**src/rtl/mcdp_pkg.sv**
```systemverilog
// ----------------------------------------------------------------------------
// mcdp_pkg
// Types and constants for the composition data page 0 parser.
// ----------------------------------------------------------------------------
package mcdp_pkg;

    // Node address space that has count tables; models past this are dropped.
    localparam int NODE_COUNT  = 32;
    localparam int MAX_MODELS  = 8;

    // Result queue depth. An input beat can produce two results.
    localparam int FIFO_DEPTH  = 4;
    localparam int FIFO_AW     = $clog2(FIFO_DEPTH);
    localparam int FIFO_CW     = $clog2(FIFO_DEPTH + 1);

    localparam logic [2:0] KIND_HEADER = 3'd0;
    localparam logic [2:0] KIND_ELEM   = 3'd1;
    localparam logic [2:0] KIND_SIG    = 3'd2;
    localparam logic [2:0] KIND_VENDOR = 3'd3;
    localparam logic [2:0] KIND_END    = 3'd4;

    typedef struct packed {
        logic [15:0] device_addr;
        logic [7:0]  data_byte;
        logic        last_byte;
    } in_beat_t;

    typedef struct packed {
        logic [2:0]  record_kind;
        logic [15:0] node_addr;
        logic [2:0]  slot_index;
        logic [15:0] word_a;
        logic [15:0] word_b;
        logic [15:0] word_c;
        logic [15:0] word_d;
        logic [15:0] word_e;
        logic [3:0]  sig_total;
        logic [3:0]  vendor_total;
        logic        dropped;
        logic        final_result;
    } out_beat_t;

endpackage

```
**src/rtl/mesh_composition_data_parser.sv**
```systemverilog
// ----------------------------------------------------------------------------
// mesh_composition_data_parser
// Composition data page 0 parser: header, elements, SIG and vendor models.
// ----------------------------------------------------------------------------
// Takes one byte of composition data per cycle. Each byte is parsed at the
// edge it is accepted, and its results (one at most, two on a final byte that
// also closes a record: the record and then the end-of-data record) go into a
// four-entry result queue that drains one result per cycle while out_ready is
// high. in_ready drops only while fewer than two queue slots are free, so a
// consumer that takes a result every cycle sees a sustained rate of one byte
// per cycle; a final byte that yields two results leaves the consumer one
// more result to take. Model counts are kept for the node being parsed and
// are cleared at its first header byte; nodes at or above NODE_COUNT store
// nothing and report zero totals.
module mesh_composition_data_parser (
    input  logic                clk,
    input  logic                rst_n,
    input  logic                in_valid,
    output logic                in_ready,
    input  mcdp_pkg::in_beat_t  in_data,
    output logic                out_valid,
    input  logic                out_ready,
    output mcdp_pkg::out_beat_t out_data
);
    import mcdp_pkg::*;

    localparam logic [1:0] PH_HEADER = 2'd0;
    localparam logic [1:0] PH_ELEM   = 2'd1;
    localparam logic [1:0] PH_SIG    = 2'd2;
    localparam logic [1:0] PH_VEN    = 2'd3;

    // Parser state
    logic [1:0]  phase_reg,   phase_next;
    logic [3:0]  pos_reg,     pos_next;
    logic [7:0]  sig_rem_reg, sig_rem_next;
    logic [7:0]  ven_rem_reg, ven_rem_next;
    logic [7:0]  low_reg,     low_next;
    logic [15:0] hw_reg [4];
    logic [15:0] hw_next [4];
    logic [15:0] node_reg,    node_next;
    logic [3:0]  sig_cnt_reg, sig_cnt_next;
    logic [3:0]  ven_cnt_reg, ven_cnt_next;

    // Result queue
    out_beat_t            fifo_reg [FIFO_DEPTH];
    logic [FIFO_AW-1:0]   wr_ptr_reg, wr_ptr_next;
    logic [FIFO_AW-1:0]   rd_ptr_reg, rd_ptr_next;
    logic [FIFO_CW-1:0]   cnt_reg,    cnt_next;

    logic        in_fire;
    logic        out_fire;
    logic        start;
    logic        node_ok;
    logic [15:0] word;
    logic [3:0]  sig_base;
    logic [3:0]  ven_base;
    logic        main_valid;
    logic [2:0]  m_kind;
    logic [2:0]  m_slot;
    logic [15:0] m_a, m_b, m_c, m_d, m_e;
    logic        m_drop;
    logic        clean;
    logic [3:0]  sig_tot;
    logic [3:0]  ven_tot;
    out_beat_t   rec0;
    out_beat_t   rec1;
    logic [1:0]  push_n;

    assign in_fire  = in_valid && in_ready;
    assign out_fire = out_valid && out_ready;
    assign in_ready = cnt_reg <= FIFO_CW'(FIFO_DEPTH - 2);
    assign out_valid = cnt_reg != '0;
    assign out_data  = fifo_reg[rd_ptr_reg];

    assign start    = (phase_reg == PH_HEADER) && (pos_reg == 4'd0);
    assign node_next = start ? in_data.device_addr : node_reg;
    assign node_ok  = node_next < 16'(NODE_COUNT);
    assign word     = {in_data.data_byte, low_reg};
    assign sig_base = start ? 4'd0 : sig_cnt_reg;
    assign ven_base = start ? 4'd0 : ven_cnt_reg;

    always_comb
    begin
        phase_next   = phase_reg;
        pos_next     = pos_reg;
        sig_rem_next = sig_rem_reg;
        ven_rem_next = ven_rem_reg;
        low_next     = low_reg;
        hw_next      = hw_reg;
        sig_cnt_next = sig_base;
        ven_cnt_next = ven_base;
        main_valid   = 1'b0;
        m_kind       = KIND_HEADER;
        m_slot       = 3'd0;
        m_a          = 16'd0;
        m_b          = 16'd0;
        m_c          = 16'd0;
        m_d          = 16'd0;
        m_e          = 16'd0;
        m_drop       = 1'b0;

        case (phase_reg)
            PH_HEADER:
            begin
                if (!pos_reg[0])
                begin
                    low_next = in_data.data_byte;
                    pos_next = pos_reg + 4'd1;
                end
                else if (pos_reg < 4'd9)
                begin
                    hw_next[pos_reg[2:1]] = word;
                    pos_next = pos_reg + 4'd1;
                end
                else
                begin
                    main_valid = 1'b1;
                    m_kind     = KIND_HEADER;
                    m_a        = hw_reg[0];
                    m_b        = hw_reg[1];
                    m_c        = hw_reg[2];
                    m_d        = hw_reg[3];
                    m_e        = word;
                    phase_next = PH_ELEM;
                    pos_next   = 4'd0;
                end
            end
            PH_ELEM:
            begin
                case (pos_reg)
                    4'd0:
                    begin
                        low_next = in_data.data_byte;
                        pos_next = 4'd1;
                    end
                    4'd1:
                    begin
                        hw_next[0] = word;
                        pos_next   = 4'd2;
                    end
                    4'd2:
                    begin
                        hw_next[1] = {8'd0, in_data.data_byte};
                        pos_next   = 4'd3;
                    end
                    default:
                    begin
                        main_valid   = 1'b1;
                        m_kind       = KIND_ELEM;
                        m_a          = hw_reg[0];
                        m_b          = hw_reg[1];
                        m_c          = {8'd0, in_data.data_byte};
                        sig_rem_next = hw_reg[1][7:0];
                        ven_rem_next = in_data.data_byte;
                        pos_next     = 4'd0;
                        if (hw_reg[1][7:0] != 8'd0)
                            phase_next = PH_SIG;
                        else if (in_data.data_byte != 8'd0)
                            phase_next = PH_VEN;
                        else
                            phase_next = PH_ELEM;
                    end
                endcase
            end
            PH_SIG:
            begin
                if (pos_reg == 4'd0)
                begin
                    low_next = in_data.data_byte;
                    pos_next = 4'd1;
                end
                else
                begin
                    main_valid = 1'b1;
                    m_kind     = KIND_SIG;
                    m_a        = word;
                    m_drop     = 1'b1;
                    if (node_ok && (sig_base < 4'(MAX_MODELS)))
                    begin
                        m_slot       = sig_base[2:0];
                        sig_cnt_next = sig_base + 4'd1;
                        m_drop       = 1'b0;
                    end
                    sig_rem_next = sig_rem_reg - 8'd1;
                    pos_next     = 4'd0;
                    if (sig_rem_reg == 8'd1)
                        phase_next = (ven_rem_reg != 8'd0) ? PH_VEN : PH_ELEM;
                end
            end
            default:
            begin
                if (pos_reg == 4'd0 || pos_reg == 4'd2)
                begin
                    low_next = in_data.data_byte;
                    pos_next = pos_reg + 4'd1;
                end
                else if (pos_reg == 4'd1)
                begin
                    hw_next[0] = word;
                    pos_next   = 4'd2;
                end
                else
                begin
                    main_valid = 1'b1;
                    m_kind     = KIND_VENDOR;
                    m_a        = word;
                    m_b        = hw_reg[0];
                    m_drop     = 1'b1;
                    if (node_ok && (ven_base < 4'(MAX_MODELS)))
                    begin
                        m_slot       = ven_base[2:0];
                        ven_cnt_next = ven_base + 4'd1;
                        m_drop       = 1'b0;
                    end
                    ven_rem_next = ven_rem_reg - 8'd1;
                    pos_next     = 4'd0;
                    if (ven_rem_reg == 8'd1)
                        phase_next = PH_ELEM;
                end
            end
        endcase

        // Clean end only on an element boundary after a complete header.
        clean = (phase_next == PH_ELEM) && (pos_next == 4'd0);
        if (in_data.last_byte)
        begin
            phase_next   = PH_HEADER;
            pos_next     = 4'd0;
            sig_rem_next = 8'd0;
            ven_rem_next = 8'd0;
        end
    end

    assign sig_tot = node_ok ? sig_cnt_next : 4'd0;
    assign ven_tot = node_ok ? ven_cnt_next : 4'd0;

    always_comb
    begin
        rec1.record_kind  = KIND_END;
        rec1.node_addr    = node_next;
        rec1.slot_index   = 3'd0;
        rec1.word_a       = 16'd0;
        rec1.word_b       = 16'd0;
        rec1.word_c       = 16'd0;
        rec1.word_d       = 16'd0;
        rec1.word_e       = 16'd0;
        rec1.sig_total    = sig_tot;
        rec1.vendor_total = ven_tot;
        rec1.dropped      = !clean;
        rec1.final_result = 1'b1;

        if (main_valid)
        begin
            rec0.record_kind  = m_kind;
            rec0.node_addr    = node_next;
            rec0.slot_index   = m_slot;
            rec0.word_a       = m_a;
            rec0.word_b       = m_b;
            rec0.word_c       = m_c;
            rec0.word_d       = m_d;
            rec0.word_e       = m_e;
            rec0.sig_total    = sig_tot;
            rec0.vendor_total = ven_tot;
            rec0.dropped      = m_drop;
            rec0.final_result = !in_data.last_byte;
        end
        else
        begin
            rec0 = rec1;
        end

        push_n = 2'(main_valid) + 2'(in_data.last_byte);
        if (!in_fire)
            push_n = 2'd0;
    end

    assign wr_ptr_next = wr_ptr_reg + FIFO_AW'(push_n);
    assign rd_ptr_next = rd_ptr_reg + FIFO_AW'(out_fire);
    assign cnt_next    = cnt_reg + FIFO_CW'(push_n) - FIFO_CW'(out_fire);

    always_ff @(posedge clk or negedge rst_n)
    begin
        if (!rst_n)
        begin
            phase_reg   <= PH_HEADER;
            pos_reg     <= 4'd0;
            sig_rem_reg <= 8'd0;
            ven_rem_reg <= 8'd0;
            low_reg     <= 8'd0;
            hw_reg      <= '{default: 16'd0};
            node_reg    <= 16'd0;
            sig_cnt_reg <= 4'd0;
            ven_cnt_reg <= 4'd0;
            wr_ptr_reg  <= '0;
            rd_ptr_reg  <= '0;
            cnt_reg     <= '0;
        end
        else
        begin
            if (in_fire)
            begin
                phase_reg   <= phase_next;
                pos_reg     <= pos_next;
                sig_rem_reg <= sig_rem_next;
                ven_rem_reg <= ven_rem_next;
                low_reg     <= low_next;
                hw_reg      <= hw_next;
                node_reg    <= node_next;
                sig_cnt_reg <= sig_cnt_next;
                ven_cnt_reg <= ven_cnt_next;
            end
            wr_ptr_reg <= wr_ptr_next;
            rd_ptr_reg <= rd_ptr_next;
            cnt_reg    <= cnt_next;
        end
    end

    // Queue payload, no reset needed
    always_ff @(posedge clk)
    begin
        if (push_n != 2'd0)
            fifo_reg[wr_ptr_reg] <= rec0;
        if (push_n == 2'd2)
            fifo_reg[wr_ptr_reg + FIFO_AW'(1)] <= rec1;
    end

endmodule

```
**config.mk**
```make
export PLATFORM = sky130hd
export DESIGN_NAME = mesh_composition_data_parser
export DESIGN_NICKNAME = d
export VERILOG_FILES = /design/src/rtl/mcdp_pkg.sv /design/src/rtl/mesh_composition_data_parser.sv
export SDC_FILE = /design/constraint.sdc
export NUM_CORES = 1
export LEC_CHECK = 0
export ABC_AREA = 1
export BUFFER_PORTS_ARGS = -buffer_cell sky130_fd_sc_hd__clkbuf_2
export CORE_MARGIN = 4
export CORE_UTILIZATION = 55
export CTS_CLUSTER_DIAMETER = 60
export DETAILED_ROUTE_END_ITERATION = 12
export PLACE_DENSITY = 0.86
export SLEW_MARGIN = 25
export SYNTH_ARGS = -nofsm -noshare
export SYNTH_HDL_FRONTEND = slang
export SYNTH_SLANG_ARGS = --single-unit
```
**constraint.sdc**
```tcl
create_clock -name clk -period 3.7 [get_ports clk]
set_clock_uncertainty 0.2 [all_clocks]
set_input_delay 0.185 -clock clk [delete_from_list [all_inputs] [get_ports clk]]
set_output_delay 0.185 -clock clk [all_outputs]
set_load 0.01 [all_outputs]
```
* Word level (Yosys, flattened, before mapping) *
Memory sizes are Yosys's and may differ from the RTL's.
Index checks and enable logic that the tools add are counted.

storage, ports and cells
  register bits after elaboration = 125
  RAM bits = 448
  input port bits = 29
  output and inout bits = 114
  logic and storage cells = 196
  memories = 1

cells by class
  add/subtract/negate cells = 11
  $lt $le $gt $ge = 7
  eq/ne operators = 19
  mux-type cells = 109
  bitwise operators = 2
  reduce and logical (&&, ||, !) cells = 32

memories
  name      depth  bits a word  read ports  clocked after memory_dff  write ports  line                                text
  fifo_reg  4      112          1           0                         2            mesh_composition_data_parser.sv:45  out_beat_t fifo_reg [FIFO_DEPTH];

operators by type and width
  operator                                                                        number
  16-bit 2-to-1 mux                                                               24
  16-bit case mux with 3 select lines                                             3
  64-bit 2-to-1 mux                                                               2
  112-bit 2-to-1 mux                                                              1
  8-bit 2-to-1 mux                                                                11
  64-bit bitwise mux                                                              1
  16-bit case mux with 2 select lines                                             2
  4-bit 2-to-1 mux                                                                15
  8-bit case mux with 2 select lines                                              3
  2-bit 2-to-1 mux                                                                17
  16-bit demux with 2-bit select                                                  1
  8-bit nonzero test                                                              3
  2-bit case mux with 3 select lines                                              3
  1-bit 2-to-1 mux                                                                17
  8-bit by 1-bit equality test with 1-bit output (second input constant)          2
  16-bit by 6-bit less-than comparator with 1-bit output (second input constant)  1
  8-bit by 1-bit subtractor with 8-bit output (second input constant)             2
  3-bit 2-to-1 mux                                                                5
  5-bit AND reduction                                                             3
  4-bit by 1-bit adder with 4-bit output (second input constant)                  3
  4-bit less-than comparator (second input constant)                              3
  4-bit case mux with 3 select lines                                              1
  4-bit AND reduction                                                             3
  3-bit by 2-bit inequality test with 1-bit output (second input constant)        3
  other kinds (30)                                                                51

* Depth between registers and ports, before layout *
  depth after elaboration = 11
  gate-level depth with buffers = 23
  depth with buffers taken out = 20

* Worst setup path before layout *
Ideal clock, no wire load.

  path kind = register -> register
  from = register pos_reg[0]
  to = memory fifo_reg[3][100] in the netlist's numbering (enable)
  setup time = 0.380 ns
  arrival time = 3.457 ns
  required time = 3.120 ns
  setup slack = -0.337 ns
  stages on the path, launching flop included = 22
  path buffers = 3
  period minus slack after synthesis = 4.037 ns
  path through = dfrtp_1 > buf_2 > inv_1 > ha_1 > o21ai_2 > nand2_1 > inv_2 > nand2_2 > nand2_1 > nand2_2 > nand2_2 > buf_4 > ha_1 > inv_1 > nor2_4 > inv_1 > nand2_4 > nand2_4 > inv_1 > nor2_1 > buf_2 > inv_1

RTL lines
  what                    line                                 text
  start, declared         mesh_composition_data_parser.sv:34   logic [3:0] pos_reg, pos_next;
  start signal, assigned  mesh_composition_data_parser.sv:303  pos_reg <= pos_next;
  end, declared           mesh_composition_data_parser.sv:45

==> results.toml <==
[synth]
async_flop_share_pct = 21.82
ys_types = 48
syn_inst = 2995
synth_nets = 3050
seq_area_frac_synth_pct = 53.70
syn_area_mm2 = 0.02439
avgSynthCellArea_um2 = 8.143
ys_ff_latch = 573
synth-edff-count = 100
ys_warn_count = 0
synth_ff_type = "dfxtp_1"

[worst_setup_path]
cpLargestDelayFamily = "buffers and inverters"
critPathMaxStageDelay_ns = 0.76
path_class = "reg -> reg"
end_kind = "register"
worstPathCellList = "inv_2 > ha_1 > nand2_1 > nand2_1 > nor2_1 > nand2_1 > nand2_1 > nand2_2 > nand2_2 > ha_1 > inv_1 > nor2_2 > inv_2 > nand2_4 > nand2_4 > buf_4 > o21ai_0"
worst_path_most_repeated_cell = "nand2_1"
path_max_fanout = 81
crit_slowest_cell = "buf_4"
path_buf_inv = 4
cp.required_ns = 3.93
start_kind = "register"
critPathArrivalTime_ns = 3.74

[finish]
antennaDiodeCount = 0
area_growth_pct = 14.85
final_common_cell = "o21ai_0"
mostFrequentLayoutCells = "o21ai_0 (646), nand2_1 (583), nor2_1 (376), dfxtp_1 (348), inv_1 (152)"
regArea_mm2 = 0.01310
drive_above_1_share_pct = 11.84
nets = 3148
multi_input_area_mm2 = 0.009823
fillers = 3397
largest_register_ffs = 448

[floorplanning]
rows = 76
die_x_um = 218.6
die_area_mm2 = 0.04778
initial_core_util_pct = 56.12
fp.coreArea_mm2 = 0.04346
io_pins = 143
die_y_um = 218.6

[pwr]
power.density_mw_per_mm2 = 875.0
power_mw = 24.51
leakagePower_nw = 11.18
peakVddDrop_v = 0.0006051

[clock_tree]
insertion_delay_ns = 0.62
cts-root-buf = "clkbuf_16"
cts_made_buffers = 58
htreeDepth = 2
cts_buffer_depth = 3
path_clk_slew_ns = 0.06
cts_tree = "yes"
clock_sinks = 573

[timing]
finalSetupViolCount = 0
setup-tns-final_ns = 0
rsz0062_at_grt = "false"
report.final.slew_viol_count = 0
fin_crit_sh_pct = 94.84
finalCriticalPeriod_ns = 3.509
hold_violations = 0
setup_ws_ns = 0.1910
max_freq_ghz = 0.2850
max_slew_margin_pct = 32.33
tightest_slew_ns = 1.015

[job]
cap_violations = 0

[detailed_routing]
drtIter0Drc = 2527
routed_via_density = 6.058
wire_per_inst_um = 19.62
drc = 0
vias = 22590
dr.pass1.iters = 6
postRouteWirelength_um = 73130
postRouteAntennaNets = 0

[placed_design]
dp_slack_ns = 0.03192
hpwl_um = 45600
port_buffers = 142
gp_congestion = 0.9919

[grt]
grt_pass1_wl_um = 116500
overflow = 0
antenna_found_initial = 0
grt_pass1_vias = 22290
grt_max_degree = 130
grtUsageTotal_pct = 30.00

[outcome]
status = "finished, final reports clean"

[min_path]
hp-class = "in -> async"
==> Yosys cell counts, types with 2 or more instances <==
| library cell | number | share of area, % |
|---|---|---|
| a21boi_0 | 5 | 0.15 |
| nand2_4 | 3 | 0.14 |
| ha_1 | 25 | 1.3 |
| a21oi_1 | 15 | 0.31 |
| o2111ai_1 | 2 | 0.072 |
| a31oi_1 | 18 | 0.46 |
| nand4_1 | 19 | 0.49 |
| nand3_1 | 79 | 1.6 |
| xor2_1 | 10 | 0.36 |
| nor3_1 | 3 | 0.062 |
| nand2_1 | 583 | 9.0 |
| nand3_2 | 4 | 0.16 |
| mux2i_1 | 5 | 0.21 |
| clkinv_1 | 3 | 0.046 |
| xnor2_1 | 2 | 0.072 |
| o22ai_1 | 136 | 3.5 |
| inv_1 | 158 | 2.4 |
| nand2_2 | 17 | 0.44 |
| a21oi_2 | 2 | 0.072 |
| o21ai_2 | 3 | 0.11 |
| nor2_4 | 4 | 0.18 |
| a22o_1 | 9 | 0.32 |
| o21a_1 | 4 | 0.12 |
| o21ai_1 | 57 | 1.2 |
| dfrtp_1 | 125 | 13 |
| nor2_2 | 4 | 0.10 |
| buf_1 | 2 | 0.031 |
| buf_4 | 6 | 0.18 |
| buf_6 | 3 | 0.14 |
| o21ai_0 | 646 | 13 |
| nor2_1 | 380 | 5.8 |
| inv_2 | 9 | 0.14 |
| buf_2 | 59 | 1.2 |
| a22oi_1 | 2 | 0.062 |
| edfxtp_1 | 100 | 12 |
| o211ai_1 | 4 | 0.12 |
| clkbuf_1 | 131 | 2.0 |
| dfxtp_1 | 348 | 29 |
==> final timing paths <==
kind                                              start                      endpoint  slack [ns]  cells after the start
max in group asynchronous                         rst_n        hw_reg[31]$_DFFE_PN0P_        2.32                      3
min in group clk           fifo_reg[2][91]$_SDFFE_PP0P_  fifo_reg[2][91]$_SDFFE_PP0P_        0.25                      2
hold / removal                                    rst_n       node_reg[3]$_DFFE_PN0P_        0.03                      2
hold reg to reg            fifo_reg[2][91]$_SDFFE_PP0P_  fifo_reg[2][91]$_SDFFE_PP0P_        0.25                      2
setup / recovery                 pos_reg[1]$_DFFE_PN0P_  fifo_reg[3][63]$_SDFFE_PP0N_        0.19                     17
setup reg to reg                 pos_reg[1]$_DFFE_PN0P_  fifo_reg[3][63]$_SDFFE_PP0N_        0.19                     17
==> per-layer routing <==
| layer | global-route usage [%] | wire, um | vias to the layer above |
|---|---|---|---|
| met1 | 38.08 | 28220 | 10810 |
| li1 | - | - | 10290 |
| met4 | 14.68 | 3333 | 0 |
| met5 | 0 | 0 | - |
| met2 | 49.79 | 34950 | 1259 |
| met3 | 5.298 | 6627 | 226 |
==> area by class of cell <==
type	instances	area share, %
timing repair buffer	239	5.986
clock buffer	76	5.910
sequential	573	46.78
multi-input combinational	2051	35.07
clock inverter	34	1.318
tap	585	2.613
inverter	170	2.323
==> where the power goes <==
group / internal (mW) / switching (mW)
clock network: 3.60 / 2.57
registers: 7.64 / 0.855
logic: 3.18 / 6.67
==> logic make-up (layout without fill, tap and decap cells) <==
| logic type | after synthesis | in the layout | synth area share [%] |
|---|---|---|---|
| adders and majority gates | 26 | 26 | 1.365 |
| xor gates and xnor gates | 12 | 12 | 0.4309 |
| muxes | 5 | 5 | 0.2052 |
| DFF | 573 | 573 | 53.70 |
| and+or+nand+nor | 1101 | 1101 | 18.22 |
| AOI/OAI and AO/OA | 907 | 907 | 19.88 |
| buffers and inverters | 371 | 519 | 6.197 |
==> what timing repair did <==
| action | CTS | global route |
|---|---|---|
| endpoints found under the setup margin | 1 | 200 |
| hold buffers | 28 | 0 |
| setup buffers | 0 | 3 |
| pin swaps | 0 | 1 |
| gates resized for setup | 1 | 6 |
| hold endpoints to repair | 248 | 0 |
==> stage by stage <==
| step | hold WS (ns) | util (%) | std cells | instance area (um2) |
|---|---|---|---|---|
| finish | 0.02944 | 64.46 | 3728 | 28010 |
| global route | 0.1169 | 64.46 | 3728 | 28010 |
| CTS | 0.06591 | 64.38 | 3725 | 27980 |
| detailed placement | 0.1677 | 59.06 | 3587 | 25670 |
| global placement | 0.1433 | 59.06 | 3587 | 25670 |
| floorplan | -0.3106 | - | 2995 | 24410 |
No activity file was read; power rests on OpenSTA's default activity.
